## src/design/urta_pkg.sv

```systemverilog
// ----------------------------------------------------------------------------
// urta_pkg
// Shared types, constants and the digit encoder for the radix-to-ASCII block.
// ----------------------------------------------------------------------------
package urta_pkg;

   localparam int VALUE_MAX_BITS      = 64;
   localparam int VALUE_WIDTH_DEFAULT = 64;
   localparam int RADIX_BITS          = 6;
   localparam int CHAR_BITS           = 7;
   localparam int COUNT_BITS          = 7;
   localparam int QUEUE_DEPTH         = 2;

   localparam logic [RADIX_BITS-1:0] RADIX_MIN     = 6'd2;
   localparam logic [RADIX_BITS-1:0] RADIX_MAX     = 6'd36;
   localparam logic [RADIX_BITS-1:0] DECIMAL_LIMIT = 6'd10;
   localparam logic [CHAR_BITS-1:0]  ASCII_ZERO    = 7'd48;
   localparam logic [CHAR_BITS-1:0]  ASCII_UPPER_A = 7'd65;

   typedef struct packed {
      logic [VALUE_MAX_BITS-1:0] value;
      logic [RADIX_BITS-1:0]     radix;
      logic                      bad;
   } job_type;

   function automatic logic [CHAR_BITS-1:0] digit_to_ascii(input logic [RADIX_BITS-1:0] d);
      logic [CHAR_BITS-1:0] d_ext;
      d_ext = CHAR_BITS'(d);
      if (d < DECIMAL_LIMIT) begin
         return ASCII_ZERO + d_ext;
      end
      return ASCII_UPPER_A + d_ext - CHAR_BITS'(DECIMAL_LIMIT);
   endfunction

endpackage

```

## src/design/unsigned_radix_to_ascii.sv

```systemverilog
// ----------------------------------------------------------------------------
// unsigned_radix_to_ascii
// Converts an unsigned number to ASCII digits in a base from 2 to 36.
// ----------------------------------------------------------------------------
// Request channel (req_*): one transfer carries a value and a radix.
// Response channel (rsp_*): one transfer per digit, most significant first,
// rsp_tlast on the final digit; every transfer carries the digit count.
// A radix outside 2..36 gives one transfer with rsp_tuser set, char 0,
// count 0 and rsp_tlast set.
// Each digit is formed by the bit-serial divider (ST_DIVIDE) and then stored
// (ST_STORE); readout from the digit RAM passes through ST_FETCH and ST_SHOW
// for each digit. The divider is the limit on rate.
// A two-entry queue lets requests be taken while the converter works or the
// receiver stalls; a stalled response simply holds until rsp_tready.
// Reset clears the queue and the converter; no clearing pass is needed.
// ----------------------------------------------------------------------------
module unsigned_radix_to_ascii
   import urta_pkg::*;
#(
   parameter int VALUE_WIDTH = VALUE_WIDTH_DEFAULT
) (
   input  logic        clock,
   input  logic        reset,
   input  logic        req_tvalid,
   output logic        req_tready,
   input  logic [71:0] req_tdata,   // value[63:0], radix[69:64], zero[71:70]
   output logic        rsp_tvalid,
   input  logic        rsp_tready,
   output logic [15:0] rsp_tdata,   // digit_char[6:0], digit_count[13:7], zero[15:14]
   output logic        rsp_tlast,
   output logic        rsp_tuser    // bad_radix
);

   logic    f_valid, f_ready;
   job_type f_job;
   logic    q_valid, q_ready;
   job_type q_job;

   logic [CHAR_BITS-1:0]  digit_char;
   logic [COUNT_BITS-1:0] digit_count;

   urta_front #(.VALUE_WIDTH(VALUE_WIDTH)) u_front (
      .clock     (clock),
      .reset     (reset),
      .in_valid  (req_tvalid),
      .in_ready  (req_tready),
      .in_value  (req_tdata[VALUE_MAX_BITS-1:0]),
      .in_radix  (req_tdata[VALUE_MAX_BITS +: RADIX_BITS]),
      .job_valid (f_valid),
      .job_ready (f_ready),
      .job       (f_job)
   );

   urta_queue u_queue (
      .clock      (clock),
      .reset      (reset),
      .push_valid (f_valid),
      .push_ready (f_ready),
      .push_job   (f_job),
      .pop_valid  (q_valid),
      .pop_ready  (q_ready),
      .pop_job    (q_job)
   );

   urta_back #(.VALUE_WIDTH(VALUE_WIDTH)) u_back (
      .clock     (clock),
      .reset     (reset),
      .job_valid (q_valid),
      .job_ready (q_ready),
      .job       (q_job),
      .out_valid (rsp_tvalid),
      .out_ready (rsp_tready),
      .out_char  (digit_char),
      .out_last  (rsp_tlast),
      .out_count (digit_count),
      .out_bad   (rsp_tuser)
   );

   assign rsp_tdata = {2'b00, digit_count, digit_char};

endmodule

```

## src/design/urta_front.sv

```systemverilog
// ----------------------------------------------------------------------------
// urta_front
// Input stage: takes a request transfer, masks the value, flags a bad radix.
// ----------------------------------------------------------------------------
module urta_front
   import urta_pkg::*;
#(
   parameter int VALUE_WIDTH = VALUE_WIDTH_DEFAULT
) (
   input  logic                           clock,
   input  logic                           reset,
   input  logic                           in_valid,
   output logic                           in_ready,
   input  logic [VALUE_MAX_BITS-1:0]      in_value,
   input  logic [RADIX_BITS-1:0]          in_radix,
   output logic                           job_valid,
   input  logic                           job_ready,
   output job_type                        job
);

   localparam logic [VALUE_MAX_BITS-1:0] VALUE_MASK =
      {VALUE_MAX_BITS{1'b1}} >> (VALUE_MAX_BITS - VALUE_WIDTH);

   logic    hold_valid_ff, hold_valid_in;
   job_type hold_ff, hold_in;

   assign in_ready  = !hold_valid_ff || job_ready;
   assign job_valid = hold_valid_ff;
   assign job       = hold_ff;

   always_comb begin
      hold_valid_in = hold_valid_ff;
      hold_in       = hold_ff;
      if (job_ready) begin
         hold_valid_in = 1'b0;
      end
      if (in_valid && in_ready) begin
         hold_valid_in = 1'b1;
         hold_in.value = in_value & VALUE_MASK;
         hold_in.radix = in_radix;
         hold_in.bad   = !(in_radix inside {[RADIX_MIN:RADIX_MAX]});
      end
   end

   always_ff @(posedge clock) begin
      if (reset) begin
         hold_valid_ff <= 1'b0;
      end else begin
         hold_valid_ff <= hold_valid_in;
      end
      hold_ff <= hold_in;
   end

endmodule

```

## src/design/urta_queue.sv

```systemverilog
// ----------------------------------------------------------------------------
// urta_queue
// Short job queue between the input stage and the converter.
// ----------------------------------------------------------------------------
module urta_queue
   import urta_pkg::*;
(
   input  logic    clock,
   input  logic    reset,
   input  logic    push_valid,
   output logic    push_ready,
   input  job_type push_job,
   output logic    pop_valid,
   input  logic    pop_ready,
   output job_type pop_job
);

   localparam int PTR_BITS = $clog2(QUEUE_DEPTH);
   localparam int CNT_BITS = $clog2(QUEUE_DEPTH + 1);

   job_type              slot_ff [QUEUE_DEPTH];
   logic [PTR_BITS-1:0]  wr_ptr_ff, wr_ptr_in;
   logic [PTR_BITS-1:0]  rd_ptr_ff, rd_ptr_in;
   logic [CNT_BITS-1:0]  cnt_ff, cnt_in;
   logic                 do_push, do_pop;

   assign push_ready = (cnt_ff != CNT_BITS'(QUEUE_DEPTH));
   assign pop_valid  = (cnt_ff != '0);
   assign pop_job    = slot_ff[rd_ptr_ff];
   assign do_push    = push_valid && push_ready;
   assign do_pop     = pop_valid && pop_ready;

   always_comb begin
      wr_ptr_in = wr_ptr_ff;
      rd_ptr_in = rd_ptr_ff;
      cnt_in    = cnt_ff;
      if (do_push) begin
         wr_ptr_in = (wr_ptr_ff == PTR_BITS'(QUEUE_DEPTH - 1)) ? '0 : wr_ptr_ff + 1'b1;
      end
      if (do_pop) begin
         rd_ptr_in = (rd_ptr_ff == PTR_BITS'(QUEUE_DEPTH - 1)) ? '0 : rd_ptr_ff + 1'b1;
      end
      case ({do_push, do_pop})
         2'b10:   cnt_in = cnt_ff + 1'b1;
         2'b01:   cnt_in = cnt_ff - 1'b1;
         default: cnt_in = cnt_ff;
      endcase
   end

   always_ff @(posedge clock) begin
      if (reset) begin
         wr_ptr_ff <= '0;
         rd_ptr_ff <= '0;
         cnt_ff    <= '0;
      end else begin
         wr_ptr_ff <= wr_ptr_in;
         rd_ptr_ff <= rd_ptr_in;
         cnt_ff    <= cnt_in;
      end
      if (do_push) begin
         slot_ff[wr_ptr_ff] <= push_job;
      end
   end

endmodule

```

## src/design/urta_back.sv

```systemverilog
// ----------------------------------------------------------------------------
// urta_back
// Converter: repeated bit-serial division by the radix, digit store, and
// most-significant-first readout.
// ----------------------------------------------------------------------------
module urta_back
   import urta_pkg::*;
#(
   parameter int VALUE_WIDTH = VALUE_WIDTH_DEFAULT
) (
   input  logic                  clock,
   input  logic                  reset,
   input  logic                  job_valid,
   output logic                  job_ready,
   input  job_type               job,
   output logic                  out_valid,
   input  logic                  out_ready,
   output logic [CHAR_BITS-1:0]  out_char,
   output logic                  out_last,
   output logic [COUNT_BITS-1:0] out_count,
   output logic                  out_bad
);

   localparam int AW = $clog2(VALUE_WIDTH);
   localparam int CW = $clog2(VALUE_WIDTH + 1);

   typedef enum logic [2:0] {
      ST_IDLE,
      ST_DIVIDE,
      ST_STORE,
      ST_FETCH,
      ST_SHOW
   } state_type;

   state_type              state_ff, state_in;
   logic [VALUE_WIDTH-1:0] quo_ff, quo_in;
   logic [RADIX_BITS-1:0]  rem_ff, rem_in;
   logic [RADIX_BITS-1:0]  radix_ff, radix_in;
   logic [AW-1:0]          bit_ff, bit_in;
   logic [CW-1:0]          count_ff, count_in;
   logic [AW-1:0]          rd_idx_ff, rd_idx_in;
   logic                   err_ff, err_in;

   logic [CHAR_BITS-1:0]   digit_mem [VALUE_WIDTH];
   logic [CHAR_BITS-1:0]   rd_data_ff;
   logic                   wr_en;

   logic [RADIX_BITS:0]    trial;
   logic [RADIX_BITS:0]    trial_diff;
   logic                   trial_ge;

   assign trial      = {rem_ff, quo_ff[VALUE_WIDTH-1]};
   assign trial_ge   = (trial >= {1'b0, radix_ff});
   assign trial_diff = trial - {1'b0, radix_ff};
   assign wr_en      = (state_ff == ST_STORE);

   assign job_ready = (state_ff == ST_IDLE);
   assign out_valid = (state_ff == ST_SHOW);
   assign out_char  = err_ff ? '0 : rd_data_ff;
   assign out_last  = err_ff || (rd_idx_ff == '0);
   assign out_count = COUNT_BITS'(count_ff);
   assign out_bad   = err_ff;

   always_comb begin
      state_in  = state_ff;
      quo_in    = quo_ff;
      rem_in    = rem_ff;
      radix_in  = radix_ff;
      bit_in    = bit_ff;
      count_in  = count_ff;
      rd_idx_in = rd_idx_ff;
      err_in    = err_ff;
      case (state_ff)
         ST_IDLE: begin
            if (job_valid) begin
               count_in  = '0;
               rd_idx_in = '0;
               err_in    = job.bad;
               quo_in    = job.value[VALUE_WIDTH-1:0];
               radix_in  = job.radix;
               rem_in    = '0;
               bit_in    = '0;
               state_in  = job.bad ? ST_SHOW : ST_DIVIDE;
            end
         end
         ST_DIVIDE: begin
            rem_in = trial_ge ? trial_diff[RADIX_BITS-1:0] : trial[RADIX_BITS-1:0];
            quo_in = {quo_ff[VALUE_WIDTH-2:0], trial_ge};
            bit_in = bit_ff + 1'b1;
            if (bit_ff == AW'(VALUE_WIDTH - 1)) begin
               state_in = ST_STORE;
            end
         end
         ST_STORE: begin
            count_in = count_ff + 1'b1;
            rem_in   = '0;
            bit_in   = '0;
            if (quo_ff == '0) begin
               rd_idx_in = count_ff[AW-1:0];
               state_in  = ST_FETCH;
            end else begin
               state_in = ST_DIVIDE;
            end
         end
         ST_FETCH: begin
            state_in = ST_SHOW;
         end
         ST_SHOW: begin
            if (out_ready) begin
               if (out_last) begin
                  state_in = ST_IDLE;
               end else begin
                  rd_idx_in = rd_idx_ff - 1'b1;
                  state_in  = ST_FETCH;
               end
            end
         end
         default: begin
            state_in = ST_IDLE;
         end
      endcase
   end

   always_ff @(posedge clock) begin
      if (reset) begin
         state_ff <= ST_IDLE;
         count_ff <= '0;
         err_ff   <= 1'b0;
      end else begin
         state_ff <= state_in;
         count_ff <= count_in;
         err_ff   <= err_in;
      end
      quo_ff    <= quo_in;
      rem_ff    <= rem_in;
      radix_ff  <= radix_in;
      bit_ff    <= bit_in;
      rd_idx_ff <= rd_idx_in;
   end

   always_ff @(posedge clock) begin
      if (wr_en) begin
         digit_mem[count_ff[AW-1:0]] <= digit_to_ascii(rem_ff);
      end
      rd_data_ff <= digit_mem[rd_idx_ff];
   end

`ifndef SYNTHESIS
   a_err_single: assert property (@(posedge clock) disable iff (reset)
      out_valid && out_bad |-> out_last && (out_count == '0))
      else $error("bad radix result must be a single empty transfer");

   a_count_nonzero: assert property (@(posedge clock) disable iff (reset)
      out_valid && !out_bad |-> (out_count != '0))
      else $error("digit transfer with zero count");

   a_rem_below_radix: assert property (@(posedge clock) disable iff (reset)
      (state_ff == ST_DIVIDE) |-> (rem_ff < radix_ff))
      else $error("partial remainder not below radix");

   a_first_digit_top: assert property (@(posedge clock) disable iff (reset)
      (state_ff == ST_STORE) && (quo_ff == '0)
      |=> (CW'(rd_idx_ff) == count_ff - 1'b1))
      else $error("readout does not start at most significant digit");
`endif

endmodule
```

## config.mk

```make
export PLATFORM = sky130hd
export DESIGN_NAME = unsigned_radix_to_ascii
export DESIGN_NICKNAME = d
export VERILOG_FILES = /design/src/design/urta_pkg.sv /design/src/design/unsigned_radix_to_ascii.sv /design/src/design/urta_front.sv /design/src/design/urta_queue.sv /design/src/design/urta_back.sv
export SDC_FILE = /design/constraint.sdc
export NUM_CORES = 1
export LEC_CHECK = 0
export ABC_AREA = 1
export BUFFER_PORTS_ARGS = -buffer_cell sky130_fd_sc_hd__buf_2
export CORE_MARGIN = 10
export CORE_UTILIZATION = 30
export DETAILED_ROUTE_END_ITERATION = 16
export PLACE_DENSITY = 0.43
export SLEW_MARGIN = 0
export SYNTH_ARGS = -nofsm -noshare
export SYNTH_HDL_FRONTEND = slang
export SYNTH_SLANG_ARGS = --single-unit
```

## constraint.sdc

```tcl
create_clock -name clock -period 4.13 [get_ports clock]
set_input_delay 0.826 -clock clock [delete_from_list [all_inputs] [get_ports clock]]
set_output_delay 0.826 -clock clock [all_outputs]
set_load 0.03 [all_outputs]
```

==> reports/metrics.yaml, run 1 <==
floorplan:
  dieWidth_um: 344
  coreArea_um2: 104000
  fp-row-count: 118
  io_pins: 96
  die_area_um2: 119000
  initial_core_util_pct: 30.4
  die_h_um: 344
cts:
  cts.clk_slew.worst_paths_ps: 60
  cts_buffer_depth: 3
  numCtsBuffers: 89
  clk_latency_ps: 680
  clock_sinks: 773
  ctsResizeCount: 0
  postCtsSetupBuffers: 0
  htree_levels: 3
  ctsHoldBuffers: 0
  cts-root-buf: "clkbuf_16"
  cts_tree: "done"
global_routing:
  grt_pass1_vias: 19600
  grt_pass1_wl_um: 115000
  grt_max_degree: 234
  grt_usage_pct: 12.5
  overflow: 0
  antenna_found_initial: 0
yosys:
  synth_top_cells_by_count: "nand2_1, edfxtp_1, nor2_1"
  synth_seq_cells: 773
  synth_area_leader_cell: "edfxtp_1"
  yosys-top-cells-area: "edfxtp_1, nand2_1, nor2_1, nand3_1, inv_1"
  yosysUniqueCellTypes: 40
  synthArstFlopShare_pct: 0
  synth_top_area_share_pct: 71.3
  yosysMostFrequentCell: "nand2_1"
  syn_area_um2: 31600
  seq_area_frac_synth_pct: 72.8
  yosys_most_used_dff: "edfxtp_1"
  syn_avg_cell_area_um2: 11.3
  synth-edff-count: 749
  yosysWarningCount: 0
  netlist_instances: 2786
route:
  ant_nets: 0
  routed_wirelength_um: 74600
  vias: 19300
  dr.pass1.iters: 5
  wl_per_cell_um: 17.2
  avgViaCountPerCell: 4.47
  drc_errors: 0
  drt_iter0_markers: 1248
cells_and_area:
  drive_above_1_share_pct: 9.41
  diodes: 0
  multiInputGateArea_um2: 7230
  area_growth_pct: 16.0
  regArea_um2: 23000
  final_area_um2: 36600
  layout.nets: 2964
  num-fill-cells: 10400
timing:
  finalHoldViolCount: 0
  finalSetupViolCount: 0
  period_minus_slack_ps: 3350
  rsz0062_at_grt: "no"
  fmax_ghz: 0.298
  relSlewSlack_pct: 10.4
  tightest_slew_ps: 1340
  final.setup_skew_ps: 32.4
  fin_setup_tns_ps: 0
  slew_viol_final: 0
  post-route-period-util_pct: 81.1
power_and_ir_drop:
  power_density_nw_per_um2: 788
  leakage_nw: 13.7
  ir_drop_uv: 811
  total_power_mw: 28.8
worst_setup_path:
  critPathArrivalTime_ps: 2520
  ff2ff_setup_slack_ps: 1230
  reg2reg_from: "u_back.out_count[0]"
  critical_path_peak_fanout: 96
  crit_start: "u_back.rd_idx_ff[0]"
  critPathRequiredTime_ps: 3300
  worst_setup_path_start_kind: "register"
  reg2reg_depth: 4
  endpoint_kind: "primary output"
  r2r-end: "u_back.digit_mem[39][2]"
  crit_end: "rsp_tlast"
  critPathKind: "reg2out"
place:
  dp_hpwl_um: 44300
  io_buffers: 91
  place_congestion: 0.797
  dpl_cell_area_um2: 33600
flow_run:
  cap_violations: 0
min_path:
  hold_path.class: "in2reg"
status:
  status: "finished, final reports clean"
critical path: stages, from the launching register on:
cell and delay (ps):
edfxtp_1 480, inv_6 530, ha_1 270, nand4_1 130
nand2_1 210, buf_2 240
layout by cell type (no fill, tap or decap), types with 50 or more instances in the layout:
master	instances
edfxtp_1	749
a31oi_1	64
inv_1	220
nand2_1	820
buf_2	91
nand3_1	199
nor2_1	369
a21oi_1	50
o21ai_0	81
clkbuf_16	89
worst min path at each step:
stage	start	cells after the start	to	slack (ps)
6_report	req_tdata[34]	1	u_front.job[41]	320
3_3_place_gp	u_front.job[10]	0	u_queue.slot_ff[0][10]	430
2_1_floorplan	u_front.job[0]	0	u_queue.slot_ff[0][0]	420
4_1_cts	req_tdata[34]	1	u_front.job[41]	270
5_1_grt	req_tdata[33]	1	u_front.job[40]	290
3_5_place_dp	u_front.job[10]	0	u_queue.slot_ff[1][10]	430
flip-flops by register name, indices dropped and copies added (netlist names), 2 cells and up, named ones only:
name,cells
u_back.bit_ff,6
u_back.rem_ff,6
u_queue.cnt_ff,2
u_back.digit_mem,448
u_back.radix_ff,6
u_back.out_count,7
u_back.state_ff,3
u_front.job,71
u_back.quo_ff,64
u_back.rd_idx_ff,6
u_back.rd_data_ff,7
u_queue.slot_ff,142
per-stage QoR:
step	setup WS [ps]	util, %	hold slack [ps]	instances
6_report	780	35.2	323	4325
5_1_grt	601	35.2	288	4325
4_1_cts	657	35.2	269	4325
3_5_place_dp	1230	32.4	433	4162
3_3_place_gp	1380	32.4	427	4162
2_1_floorplan	85.9	-	421	2787
layer usage:
| metal | track usage, % | vias up | share of wire [%] | routed length, µm |
|---|---|---|---|---|
| met2 | 20.6 | 381 | 47 | 35100 |
| met1 | 16.2 | 9219 | 45 | 33600 |
| met3 | 2.82 | 130 | 5.0 | 3730 |
| li1 | - | 9582 | - | - |
| met4 | 4.37 | 0 | 2.8 | 2080 |
| met5 | 0 | - | 0 | 0 |
area by class of cell:
cell class	instances	share of cell area (%)
flip-flops and latches	773	62.8
multi-input cells	1658	19.7
clock buffers	102	6.22
well taps	1380	4.72
inverters	226	2.33
repair buffers	125	2.32
clock inverters	61	1.87
logic make-up after synthesis:
family / share of synthesized area (%)
buffers and inverters: 4.68
muxes: 0.0317
AOI/OAI and AO/OA: 3.72
adders and majority gates: 0.619
and+or+nand+nor: 17.9
xor gates and xnor gates: 0.278
other: 0.0119
DFF: 72.8
power breakdown:
part | total, mW | switching, mW | internal [mW]
sequential | 11.9 | 0.454 | 11.4
clock | 7.89 | 3.25 | 4.64
combinational | 9.07 | 6.82 | 2.25
Note: power is estimated with default switching activity, not from simulation.
==> inputs of run 2 (changes only) <==
--- a/config.mk
+++ b/config.mk
@@ -10,7 +10,7 @@
 export CORE_MARGIN = 10
 export CORE_UTILIZATION = 30
 export DETAILED_ROUTE_END_ITERATION = 16
-export PLACE_DENSITY = 0.43
+export PLACE_DENSITY = 0.41
 export SLEW_MARGIN = 0
 export SYNTH_ARGS = -nofsm -noshare
 export SYNTH_HDL_FRONTEND = slang
==> constraint.sdc (replaced) <==
create_clock -name clock -period 3.4 [get_ports clock]
set_input_delay 0.68 -clock clock [delete_from_list [all_inputs] [get_ports clock]]
set_output_delay 0.68 -clock clock [all_outputs]
set_load 0.03 [all_outputs]
==> reports/metrics.yaml, run 2 (synthesis gave the netlist of run 1 again) <==
timing:
  fin_setup_tns_ps: 0  # unchanged
  final.setup_skew_ps: 31.3  # -1.08 ps
  finalSetupViolCount: 0  # unchanged
  fmax_ghz: 0.339
  post-route-period-util_pct: 86.6
  period_minus_slack_ps: 2950
  tightest_slew_ps: 977  # -367 ps
  relSlewSlack_pct: 34.8  # +24 points
  slew_viol_final: 0  # unchanged
  rsz0062_at_grt: "no"
  finalHoldViolCount: 0  # unchanged
worst_setup_path:
  worst_setup_path_start_kind: "register"
  crit_family: "buffers and inverters"
  critical_path_peak_fanout: 38  # -60%
  path_buf_inv: 2  # unchanged
  crit_path_cell_trace: "inv_6, ha_1, nand4_1, nand2_1, buf_2"
  endpoint_kind: "primary output"
  crit_slowest_cell: "edfxtp_1"
  slowest_delay_ps: 490  # -40 ps
  critPathRequiredTime_ps: 2720  # -580 ps
  critPathArrivalTime_ps: 2270  # -250 ps
  critPathKind: "reg2out"
cells_and_area:
  instances_no_fill: 4355  # +0.69%
  layout.nets: 2996  # +1.1%
  final_core_utilization_pct: 35.4  # +0.24 points
  layout_commonest_cell: "nand2_1"
  area_growth_pct: 16.8
  final_cell_mix: "nand2_1, edfxtp_1, nor2_1"
  diodes: 0  # unchanged
  largest_register_ffs: 448  # unchanged
  drive_above_1_share_pct: 10.3  # +0.85 points
cts:
  htree_levels: 3  # unchanged
  cts_buffer_depth: 3  # unchanged
  ctsResizeCount: 0  # unchanged
  cts-root-buf: "clkbuf_16"
  clock_sinks: 773  # unchanged
  postCtsSetupBuffers: 0  # unchanged
  cts_tree: "done"
  clk_latency_ps: 660  # -20 ps
  cts.clk_slew.worst_paths_ps: 60  # about the same
  numCtsBuffers: 88  # -1.1%
  ctsHoldBuffers: 0  # unchanged
floorplan:
  initial_core_util_pct: 30.4  # unchanged
  die_area_um2: 119000  # unchanged
  io_pins: 96  # unchanged
  coreArea_um2: 104000  # unchanged
  fp-row-count: 118  # unchanged
  dieWidth_um: 344  # unchanged
  die_h_um: 344  # unchanged
min_path:
  hold_path.class: "in2reg"
power_and_ir_drop:
  leakage_nw: 13.9  # +1.2%
  total_power_mw: 35.1  # +22%
  power_density_nw_per_um2: 953  # +21%
  ir_drop_uv: 786  # -3.0%
global_routing:
  antenna_found_initial: 0  # unchanged
  grt_usage_pct: 12.9  # +0.36 points
  gr-usage-met3_pct: 3.08  # +0.26 points
  top_usage_layer: "met2"
  met2_usage_pct: 21.7  # +1.1 points
  use_met1_pct: 16.1  # -0.065 points
  grt_pass1_vias: 19900  # +1.8%
  grt_pass1_wl_um: 118000  # +2.4%
  overflow: 0  # unchanged
  grt_max_degree: 151  # -35%
route:
  routed_wirelength_um: 76600  # +2.8%
  wl_per_cell_um: 17.6  # +2.1%
  dr.pass1.iters: 5  # unchanged
  ant_nets: 0  # unchanged
  avgViaCountPerCell: 4.48  # +0.23%
  drt_iter0_markers: 1155  # -7.5%
  vias: 19500  # +0.92%
  drc_errors: 0  # unchanged
status:
  status: "finished, final reports clean"
flow_run:
  cap_violations: 0  # unchanged
place:
  dp_hpwl_um: 45700  # +3.2%
  io_buffers: 91  # unchanged
  place_inst: 4195  # +0.79%
  place_congestion: 0.799  # +0.16%
run 2: layout make-up:
cell class,instances,area (µm²)
clock buffers,102,2300
clock inverters,58,556
fillers,10300,67100
inverters,226,853
multi-input cells,1658,7240
flip-flops and latches,773,23000
well taps,1380,1730
repair buffers,158,1200
run 2: through the flow:
stage | worst slack (ps) | hold slack, ps | area [µm²]
2_1_floorplan | -644 | 421 | 31600
3_3_place_gp | 745 | 424 | 34000
3_5_place_dp | 652 | 429 | 34000
4_1_cts | 402 | 146 | 36800
5_1_grt | 318 | 157 | 36800
6_report | 454 | 196 | 36800
run 2: path summary, 6_finish.rpt:
path              slack (ps)                 from                      end  cells past startpoint
setup reg to reg         670  u_back.out_count[0]  u_back.digit_mem[21][0]                      5
hold / removal           200        req_tdata[61]          u_front.job[68]                      1
hold reg to reg          440      u_front.job[29]   u_queue.slot_ff[1][29]                      0
setup / recovery         450  u_back.rd_idx_ff[0]                rsp_tlast                      5
run 2: worst register-to-register path: cells and delay by family, from the launching register on:
| kind | cells | cell delay [ps] |
|---|---|---|
| simple gates | 3 | 1300 |
| buf+inv | 2 | 530 |
| flops | 1 | 530 |
run 2: report_power, final:
part	internal (mW)	leakage, nW	switching (mW)	total, mW
clock network	5.52	1.39	3.77	9.29
registers	13.9	7.06	0.518	14.4
logic	3.00	5.43	8.46	11.5
total	22.4	13.9	12.8	35.1
run 2: layer usage:
metal  share of wire (%)  routed length (µm)
met3                 5.2                4020
met5                0.27                 204
met1                  44               33400
met4                 2.7                2030
met2                  48               37000
